<file path="config.mk">
export PLATFORM = sky130hd
export DESIGN_NAME = masked_sum_squared_diff_u8_flat
export DESIGN_NICKNAME = d
export VERILOG_FILES = /design/src/rtl/msd_pkg.sv /design/src/rtl/msd_if.sv /design/src/rtl/msd_lane.sv /design/src/rtl/msd_merge.sv /design/src/rtl/masked_sum_squared_diff_u8.sv /design/src/flat_wrapper.sv
export VERILOG_INCLUDE_DIRS = /design/src /design/src/rtl
export SDC_FILE = /design/constraint.sdc
export NUM_CORES = 2
export LEC_CHECK = 0
export BUFFER_PORTS_ARGS = -buffer_cell sky130_fd_sc_hd__clkbuf_2
export CORE_MARGIN = 1.5
export CORE_UTILIZATION = 52
export DETAILED_ROUTE_END_ITERATION = 12
export MAX_ROUTING_LAYER = met4
export PLACE_DENSITY = 0.71
export SYNTH_ARGS = -nofsm -noshare
export SYNTH_HDL_FRONTEND = slang
export SYNTH_SLANG_ARGS = --single-unit
export TNS_END_PERCENT = 100
</file>
<file path="constraint.sdc">
create_clock -name clk -period 9.33 [get_ports clk]
set_input_delay 1.866 -clock clk [delete_from_list [all_inputs] [get_ports clk]]
set_output_delay 1.866 -clock clk [all_outputs]
set_load 0.03 [all_outputs]
</file>
<file path="src/rtl/assert_macros.svh">
// Assertion macros shared by the RTL modules.
`ifndef ASSERT_MACROS_SVH
`define ASSERT_MACROS_SVH

// Clocked assertion, disabled while reset is asserted.
`define ASSERT_CLK(lbl, prop, msg) \
  lbl: assert property (@(posedge clk) disable iff (!rst_n) prop) else $error(msg);

// Clocked assertion, also checked during reset.
`define ASSERT_ALWAYS(lbl, prop, msg) \
  lbl: assert property (@(posedge clk) prop) else $error(msg);

`endif

</file>
<file path="src/rtl/msd_pkg.sv">
// Shared types and constants for the masked sum of squared differences block.
package msd_pkg;

  localparam int WORD_W    = 64;
  localparam int PIX_W     = 8;
  localparam int SQ_W      = 2 * PIX_W;
  localparam int TOTAL_W   = 64;
  localparam int LANES_MAX = 8;
  localparam int LANES_DEF = 8;
  localparam int CFG_IDX_W = 1;
  localparam int CFG_DATA_W = 8;

  localparam logic [CFG_IDX_W-1:0] CFG_MASKED_MODE = 1'd0;
  localparam logic [CFG_IDX_W-1:0] CFG_MATCH_INDEX = 1'd1;

  typedef struct packed {
    logic             masked_mode;
    logic [PIX_W-1:0] match_index;
  } cfg_t;

  typedef struct packed {
    logic vld;
    logic last;
  } stage_ctl_t;

endpackage

</file>
<file path="src/rtl/msd_if.sv">
// Valid/ready channel interfaces for pixel groups and frame totals.
interface msd_in_if;
  logic                           valid;
  logic                           ready;
  logic [msd_pkg::WORD_W-1:0]     a_pixels;
  logic [msd_pkg::WORD_W-1:0]     b_pixels;
  logic [msd_pkg::WORD_W-1:0]     mask_bytes;
  logic [msd_pkg::LANES_MAX-1:0]  lane_valid;
  logic                           frame_end;

  modport source (output valid, a_pixels, b_pixels, mask_bytes, lane_valid, frame_end,
                  input ready);
  modport sink (input valid, a_pixels, b_pixels, mask_bytes, lane_valid, frame_end,
                output ready);
endinterface

interface msd_out_if;
  logic                        valid;
  logic                        ready;
  logic [msd_pkg::TOTAL_W-1:0] ssd_total;

  modport source (output valid, ssd_total, input ready);
  modport sink (input valid, ssd_total, output ready);
endinterface

</file>
<file path="src/rtl/msd_lane.sv">
// One lane: masked absolute difference and square of a pixel pair.
`include "assert_macros.svh"

module msd_lane (
  input  logic                        clk,
  input  logic                        rst_n,
  input  logic                        en,
  input  msd_pkg::cfg_t               cfg,
  input  logic                        lane_on,
  input  logic [msd_pkg::PIX_W-1:0]   a_pix,
  input  logic [msd_pkg::PIX_W-1:0]   b_pix,
  input  logic [msd_pkg::PIX_W-1:0]   mask_pix,
  output logic [msd_pkg::SQ_W-1:0]    sq
);

  logic                       count;
  logic [msd_pkg::PIX_W-1:0]  diff;
  logic [msd_pkg::SQ_W-1:0]   sq_nxt;
  logic [msd_pkg::SQ_W-1:0]   sq_r;

  always_comb begin
    count  = lane_on && (!cfg.masked_mode || (mask_pix == cfg.match_index));
    diff   = (a_pix > b_pix) ? (a_pix - b_pix) : (b_pix - a_pix);
    sq_nxt = count ? (msd_pkg::SQ_W'(diff) * msd_pkg::SQ_W'(diff)) : '0;
  end

  always_ff @(posedge clk) begin
    if (en) begin
      sq_r <= sq_nxt;
    end
  end

  assign sq = sq_r;

  `ASSERT_CLK(a_lane_drop_zero, (en && !count) |=> (sq_r == '0), "dropped lane not zero")
  `ASSERT_CLK(a_lane_hold, !en |=> $stable(sq_r), "lane square changed while stalled")

endmodule

</file>
<file path="src/rtl/msd_merge.sv">
// Lane merge: registered adder tree, 64-bit accumulator and result register.
`include "assert_macros.svh"

module msd_merge #(
  parameter int LANES = msd_pkg::LANES_DEF
) (
  input  logic                          clk,
  input  logic                          rst_n,
  input  logic                          en,
  input  msd_pkg::stage_ctl_t           ctl_in,
  input  logic [msd_pkg::SQ_W-1:0]      sq [LANES],
  output logic                          out_valid,
  output logic [msd_pkg::TOTAL_W-1:0]   out_total
);

  localparam int SUM_W = msd_pkg::SQ_W + $clog2(LANES);

  logic [SUM_W-1:0]             sum_nxt;
  logic [SUM_W-1:0]             sum_r;
  msd_pkg::stage_ctl_t          ctl_r;
  logic [msd_pkg::TOTAL_W-1:0]  acc;
  logic [msd_pkg::TOTAL_W-1:0]  total_r;
  logic [msd_pkg::TOTAL_W-1:0]  total_nxt;
  logic                         out_vld_r;
  logic [msd_pkg::TOTAL_W-1:0]  out_total_r;

  always_comb begin
    sum_nxt = '0;
    for (int i = 0; i < LANES; i++) begin
      sum_nxt = sum_nxt + SUM_W'(sq[i]);
    end
  end

  always_ff @(posedge clk) begin
    if (!rst_n) begin
      ctl_r.vld <= 1'b0;
    end else if (en) begin
      ctl_r.vld <= ctl_in.vld;
    end
    if (en) begin
      ctl_r.last <= ctl_in.last;
    end
  end

  always_ff @(posedge clk) begin
    if (en) begin
      sum_r <= sum_nxt;
    end
  end

  always_comb begin
    acc       = total_r + msd_pkg::TOTAL_W'(sum_r);
    total_nxt = total_r;
    if (en && ctl_r.vld) begin
      total_nxt = ctl_r.last ? '0 : acc;
    end
  end

  always_ff @(posedge clk) begin
    if (!rst_n) begin
      total_r   <= '0;
      out_vld_r <= 1'b0;
    end else begin
      total_r <= total_nxt;
      if (en) begin
        out_vld_r <= ctl_r.vld && ctl_r.last;
      end
    end
  end

  always_ff @(posedge clk) begin
    if (en && ctl_r.vld && ctl_r.last) begin
      out_total_r <= acc;
    end
  end

  assign out_valid = out_vld_r;
  assign out_total = out_total_r;

  `ASSERT_CLK(a_clear_on_end, (en && ctl_r.vld && ctl_r.last) |=> (total_r == '0),
              "total not cleared after frame end")
  `ASSERT_CLK(a_out_from_end, $rose(out_vld_r) |-> $past(en && ctl_r.vld && ctl_r.last),
              "result raised without frame end")
  `ASSERT_ALWAYS(a_reset_clear, !rst_n |=> (!out_vld_r && !ctl_r.vld && (total_r == '0)),
                 "reset did not clear control state")

endmodule

</file>
<file path="src/rtl/masked_sum_squared_diff_u8.sv">
// Top level: masked sum of squared differences over 8-bit images.
// Takes one group of LANES pixel pairs per transaction, one transaction per
// clock, and returns one 64-bit total (wrapping) on each group marked
// frame_end, counting that group's own lanes. A result passes the lane square
// register, the adder tree register and the accumulator/result register after
// its group is accepted. Input is held off only while a finished result waits
// to be taken. Write configuration only while idle.
module masked_sum_squared_diff_u8 #(
  parameter int LANES = msd_pkg::LANES_DEF
) (
  input  logic                             clk,
  input  logic                             rst_n,
  msd_in_if.sink                           in_ch,
  msd_out_if.source                        out_ch,
  input  logic                             cfg_we,
  input  logic [msd_pkg::CFG_IDX_W-1:0]    cfg_index,
  input  logic [msd_pkg::CFG_DATA_W-1:0]   cfg_wdata
);

  msd_pkg::cfg_t        cfg_r;
  msd_pkg::stage_ctl_t  ctl_r;
  logic                 en;
  logic [msd_pkg::SQ_W-1:0] sq [LANES];

  assign en          = !out_ch.valid || out_ch.ready;
  assign in_ch.ready = en;

  always_ff @(posedge clk) begin
    if (!rst_n) begin
      cfg_r <= '0;
    end else if (cfg_we) begin
      case (cfg_index)
        msd_pkg::CFG_MASKED_MODE: cfg_r.masked_mode <= cfg_wdata[0];
        msd_pkg::CFG_MATCH_INDEX: cfg_r.match_index <= cfg_wdata[msd_pkg::PIX_W-1:0];
        default: ;
      endcase
    end
  end

  always_ff @(posedge clk) begin
    if (!rst_n) begin
      ctl_r.vld <= 1'b0;
    end else if (en) begin
      ctl_r.vld <= in_ch.valid;
    end
    if (en) begin
      ctl_r.last <= in_ch.frame_end;
    end
  end

  for (genvar i = 0; i < LANES; i++) begin : g_lane
    msd_lane u_lane (
      .clk      (clk),
      .rst_n    (rst_n),
      .en       (en),
      .cfg      (cfg_r),
      .lane_on  (in_ch.lane_valid[i]),
      .a_pix    (in_ch.a_pixels[msd_pkg::PIX_W*i +: msd_pkg::PIX_W]),
      .b_pix    (in_ch.b_pixels[msd_pkg::PIX_W*i +: msd_pkg::PIX_W]),
      .mask_pix (in_ch.mask_bytes[msd_pkg::PIX_W*i +: msd_pkg::PIX_W]),
      .sq       (sq[i])
    );
  end

  msd_merge #(
    .LANES (LANES)
  ) u_merge (
    .clk       (clk),
    .rst_n     (rst_n),
    .en        (en),
    .ctl_in    (ctl_r),
    .sq        (sq),
    .out_valid (out_ch.valid),
    .out_total (out_ch.ssd_total)
  );

endmodule
</file>
<file path="src/flat_wrapper.sv">
// flat-port wrapper written by rule: the top's interface ports become plain ports
module masked_sum_squared_diff_u8_flat 
#(
  parameter int LANES = msd_pkg::LANES_DEF
)
  (clk, rst_n, cfg_we, cfg_index, cfg_wdata, in_ch_valid, in_ch_a_pixels, in_ch_b_pixels, in_ch_mask_bytes, in_ch_lane_valid, in_ch_frame_end, in_ch_ready, out_ch_valid, out_ch_ssd_total, out_ch_ready);
  msd_in_if in_ch_i ();
  msd_out_if out_ch_i ();
  input  logic clk;
  input  logic rst_n;
  input  logic cfg_we;
  input  logic [msd_pkg::CFG_IDX_W-1:0] cfg_index;
  input  logic [msd_pkg::CFG_DATA_W-1:0] cfg_wdata;
  input wire logic [$bits(in_ch_i.valid)-1:0] in_ch_valid;
  input wire logic [$bits(in_ch_i.a_pixels)-1:0] in_ch_a_pixels;
  input wire logic [$bits(in_ch_i.b_pixels)-1:0] in_ch_b_pixels;
  input wire logic [$bits(in_ch_i.mask_bytes)-1:0] in_ch_mask_bytes;
  input wire logic [$bits(in_ch_i.lane_valid)-1:0] in_ch_lane_valid;
  input wire logic [$bits(in_ch_i.frame_end)-1:0] in_ch_frame_end;
  output wire logic [$bits(in_ch_i.ready)-1:0] in_ch_ready;
  output wire logic [$bits(out_ch_i.valid)-1:0] out_ch_valid;
  output wire logic [$bits(out_ch_i.ssd_total)-1:0] out_ch_ssd_total;
  input wire logic [$bits(out_ch_i.ready)-1:0] out_ch_ready;
  assign in_ch_i.valid = in_ch_valid;
  assign in_ch_i.a_pixels = in_ch_a_pixels;
  assign in_ch_i.b_pixels = in_ch_b_pixels;
  assign in_ch_i.mask_bytes = in_ch_mask_bytes;
  assign in_ch_i.lane_valid = in_ch_lane_valid;
  assign in_ch_i.frame_end = in_ch_frame_end;
  assign in_ch_ready = in_ch_i.ready;
  assign out_ch_valid = out_ch_i.valid;
  assign out_ch_ssd_total = out_ch_i.ssd_total;
  assign out_ch_i.ready = out_ch_ready;
  masked_sum_squared_diff_u8 #(.LANES(LANES)) u_core (.clk(clk), .rst_n(rst_n), .in_ch(in_ch_i), .out_ch(out_ch_i), .cfg_we(cfg_we), .cfg_index(cfg_index), .cfg_wdata(cfg_wdata));
endmodule
</file>
==> impl_results.rst <==
.. list-table::
   :header-rows: 1

   * - Metric
     - Value
   * - Routed via count divided by cell count
     - 5.33
   * - Final hold violations
     - 0
   * - Remaining design rule violation count
     - 0
   * - Max Fanout on Critical Path
     - 10
   * - Maximum buffer depth of the clock tree
     - 3
   * - Number of standard cells after synthesis
     - 3666
   * - Actual slew at the worst max-slew pin
     - 1.10 ns
   * - Register-to-register path setup slack
     - 4.35 ns
   * - Wire length of the first global-routing pass
     - 123000 um
   * - Worst r2r src
     - u_core.g_lane[4].u_lane.sq[3]
   * - Critical Path End Type
     - register
   * - Largest net degree at the start of global routing
     - 75
   * - Net total in the final layout
     - 4858
   * - Outcome
     - complete, no violations
   * - Number of distinct library cells after synthesis
     - 84
   * - Post-Route Skew
     - 0.0224 ns
   * - Hold buffers post-CTS
     - 0
   * - Total vias in the final route
     - 25600
   * - Area fraction of the dominant cell type after synthesis
     - 0.184
   * - Vertical extent of the die
     - 257 um
   * - Ratio of cells with drive above 1 in the final layout
     - 0.114
   * - Most instantiated cells after synthesis
     - sky130_fd_sc_hd__inv_1, sky130_fd_sc_hd__ha_1, sky130_fd_sc_hd__nor2_1, sky130_fd_sc_hd__fa_1, sky130_fd_sc_hd__a21oi_1
   * - Cell type with the largest total area after synthesis
     - sky130_fd_sc_hd__edfxtp_1
   * - Post-Synthesis Mean Instance Area
     - 9.13 um2
   * - Worst skew pair latency
     - 0.58 ns
   * - Final weighted congestion in routability-driven placement
     - 0.906
   * - Terminus of the critical flop-to-flop path
     - u_core.u_merge.sum_r[17]
   * - Max-slew violation count
     - 0
   * - Post-CTS Setup Bufs
     - 0
   * - Worst hold path class
     - register to register
   * - Launch point of the critical path
     - in_ch_a_pixels[16]
   * - Number of antenna violations at the first check in global routing
     - 5
   * - Share of flip-flops with an asynchronous set or reset after synthesis
     - 0
   * - Count of warnings emitted by yosys
     - 0
   * - WS Path Type
     - primary input to register
   * - Area of the die
     - 65900 um2
   * - Max-cap violation count
     - 0
   * - Number of nets with antenna violations after detailed routing
     - 0
   * - Number of clock sinks
     - 281
   * - All-Layer GR Usage
     - 0.232
   * - Maximum clock frequency
     - 120 MHz
   * - Required @ worst endpoint
     - 9.63 ns
   * - CTS Buf Count
     - 29
   * - PostCTS Resize Cnt
     - 0
   * - Crit start category
     - primary input
   * - Most numerous cell in the Yosys netlist
     - sky130_fd_sc_hd__inv_1
   * - Wire length reported by the detailed router
     - 73300 um
   * - Worst Setup EP
     - u_core.g_lane[2].u_lane.sq[15]
   * - Hpwl dp
     - 60500 um
   * - Post-Route Setup TNS
     - 0 ns
   * - Depth of the worst register-to-register path
     - 16
   * - Starting density of the core
     - 0.529
   * - RSZ-0062 raised after global routing
     - no
   * - Cell Rows
     - 92
   * - Top cells by area in the synthesized netlist
     - sky130_fd_sc_hd__edfxtp_1, sky130_fd_sc_hd__fa_1, sky130_fd_sc_hd__ha_1
   * - Leading register cell type out of synthesis
     - sky130_fd_sc_hd__edfxtp_1
   * - Final Critical Period
     - 8.33 ns
   * - Post-CTS clock slew at the launch and capture registers of the worst setup and hold paths
     - 0.07 ns
   * - Sequential element share of the synthesized area
     - 0.229
   * - CTS tree
     - done
   * - I/O Pins
     - 281
   * - Root buffer cell
     - sky130_fd_sc_hd__clkbuf_16
   * - Number of setup violations in the final report
     - 0
   * - IO Port Bufs
     - 280
   * - H-tree Lvls
     - 1
   * - Die Wd
     - 257 um
   * - Global-route congestion overflow total
     - 0
   * - Number of global-route vias before repair
     - 25500
   * - Wirelength per Cell
     - 15.2 um
   * - Remaining max-slew budget at the tightest pin
     - 0.256
   * - Post-synth EDFFs
     - 205
   * - Netlist Area Pre-Place
     - 33500 um2
   * - Register bit total from synthesis
     - 281
   * - First-pass iteration count of the detailed router
     - 5
   * - Final clock period utilization by the worst path
     - 0.893
   * - Placed cell area
     - 36000 um2
   * - CP Data Arrival Time
     - 8.63 ns
   * - Number of design-rule violations left by the first detailed-router iteration
     - 1416
   * - Layout overhead on the synthesized area
     - 10.2%
   * - Cell area after layout
     - 36900 um2
   * - Core area
     - 63300 um2
state kept, by name, summed over array words and instances (netlist names):
register / cells
u_core.ctl_r: 2
u_core.g_lane.u_lane.sq: 120
u_core.u_merge.out_total: 64
u_core.u_merge.total_r: 64
u_core.u_merge.out_valid: 1
u_core.u_merge.ctl_r: 2
u_core.u_merge.sum_r: 19
u_core.cfg_r: 9
cells by family after synthesis:
logic type,share of synthesized area
and+or+nand+nor,0.135
buffers and inverters,0.0852
adders and majority gates,0.333
AOI/OAI and AO/OA,0.121
xor gates and xnor gates,0.0797
DFF,0.229
muxes,0.0165
other,0.000224
how the worst min path moves through the flow:
| stage | start | to | slack, ns | cells after the start |
|---|---|---|---|---|
| 2_1_floorplan | u_core.ctl_r[0] | u_core.u_merge.ctl_r[0] | 0.40 | 0 |
| 3_3_place_gp | u_core.ctl_r[0] | u_core.u_merge.ctl_r[0] | 0.41 | 0 |
| 3_5_place_dp | u_core.ctl_r[0] | u_core.u_merge.ctl_r[0] | 0.42 | 0 |
| 4_1_cts | u_core.ctl_r[0] | u_core.u_merge.ctl_r[0] | 0.43 | 0 |
| 5_1_grt | u_core.ctl_r[0] | u_core.u_merge.ctl_r[0] | 0.44 | 0 |
| 6_report | u_core.ctl_r[0] | u_core.u_merge.ctl_r[0] | 0.43 | 0 |
layer usage:
| layer | global-route usage | vias to the layer above | wire [um] |
|---|---|---|---|
| li1 | - | 12800 | - |
| met1 | 0.285 | 12200 | 31600 |
| met2 | 0.400 | 548 | 36400 |
| met3 | 0.0267 | 116 | 2930 |
| met4 | 0.0706 | 0 | 2400 |
| met5 | - | - | 0 |
final cells by class:
class	count	area [um2]
fillers	5674	26400
multi-input cells	2632	23000
flip-flops and latches	281	7680
inverters	663	2490
repair buffers	329	1770
well taps	846	1060
clock buffers	37	756
clock inverters	17	178
diodes	6	15.0
placed cells by master, fill, tap and decap left out, drive strengths merged, types with 8 or more instances in the layout:
cell	instances
xnor2	214
nand3	73
o21a	25
nand2	137
nor2	385
and3	49
nor3b	15
nand4	53
xor2	90
dfxtp	76
a211o	17
or2	47
a2111oi	12
edfxtp	205
a211oi	14
o41ai	8
nor2b	19
or3	24
buf	49
or4	17
a31oi	24
clkbuf	317
nor4	16
clkinv	11
ha	401
mux2i	47
o21ai	87
a21o	64
o21bai	47
a21oi	214
inv	663
a22oi	15
nor3	56
nand2b	22
o211ai	21
and2	20
fa	306
stage by stage:
stage	setup WS [ns]	hold slack, ns	util	std cells
final	0.997	0.432	0.583	4811
after global routing	0.486	0.437	0.583	4811
after CTS	1.01	0.432	0.583	4805
after detailed placement	0.411	0.416	0.568	4751
after global placement	0.570	0.411	0.568	4751
after floorplan	0.661	0.400	-	3668
worst max-delay path, stage by stage:
cell                       delay [ns]
sky130_fd_sc_hd__clkbuf_2        0.09
sky130_fd_sc_hd__inv_1           0.05
sky130_fd_sc_hd__ha_1            0.13
sky130_fd_sc_hd__inv_1           0.06
sky130_fd_sc_hd__fa_1            0.38
sky130_fd_sc_hd__a21o_1          0.18
sky130_fd_sc_hd__a21oi_1         0.24
sky130_fd_sc_hd__o221a_2         0.28
sky130_fd_sc_hd__nor2_2          0.11
sky130_fd_sc_hd__or3b_2          0.50
sky130_fd_sc_hd__a311oi_1        0.39
sky130_fd_sc_hd__or2_2           0.21
sky130_fd_sc_hd__xnor2_1         0.14
sky130_fd_sc_hd__or2_2           0.35
sky130_fd_sc_hd__fa_1            0.53
sky130_fd_sc_hd__inv_1           0.07
sky130_fd_sc_hd__fa_1            0.50
sky130_fd_sc_hd__fa_1            0.54
sky130_fd_sc_hd__inv_1           0.05
sky130_fd_sc_hd__fa_1            0.52
sky130_fd_sc_hd__inv_1           0.04
sky130_fd_sc_hd__ha_1            0.32
sky130_fd_sc_hd__inv_1           0.10
sky130_fd_sc_hd__o21bai_1        0.10
sky130_fd_sc_hd__a41o_1          0.26
sky130_fd_sc_hd__o41ai_1         0.34
sky130_fd_sc_hd__nand3_1         0.12
sky130_fd_sc_hd__nor3b_1         0.16
Power is not shown: default switching activity piles up to over one toggle a cycle in this logic, so the estimate is an artifact.
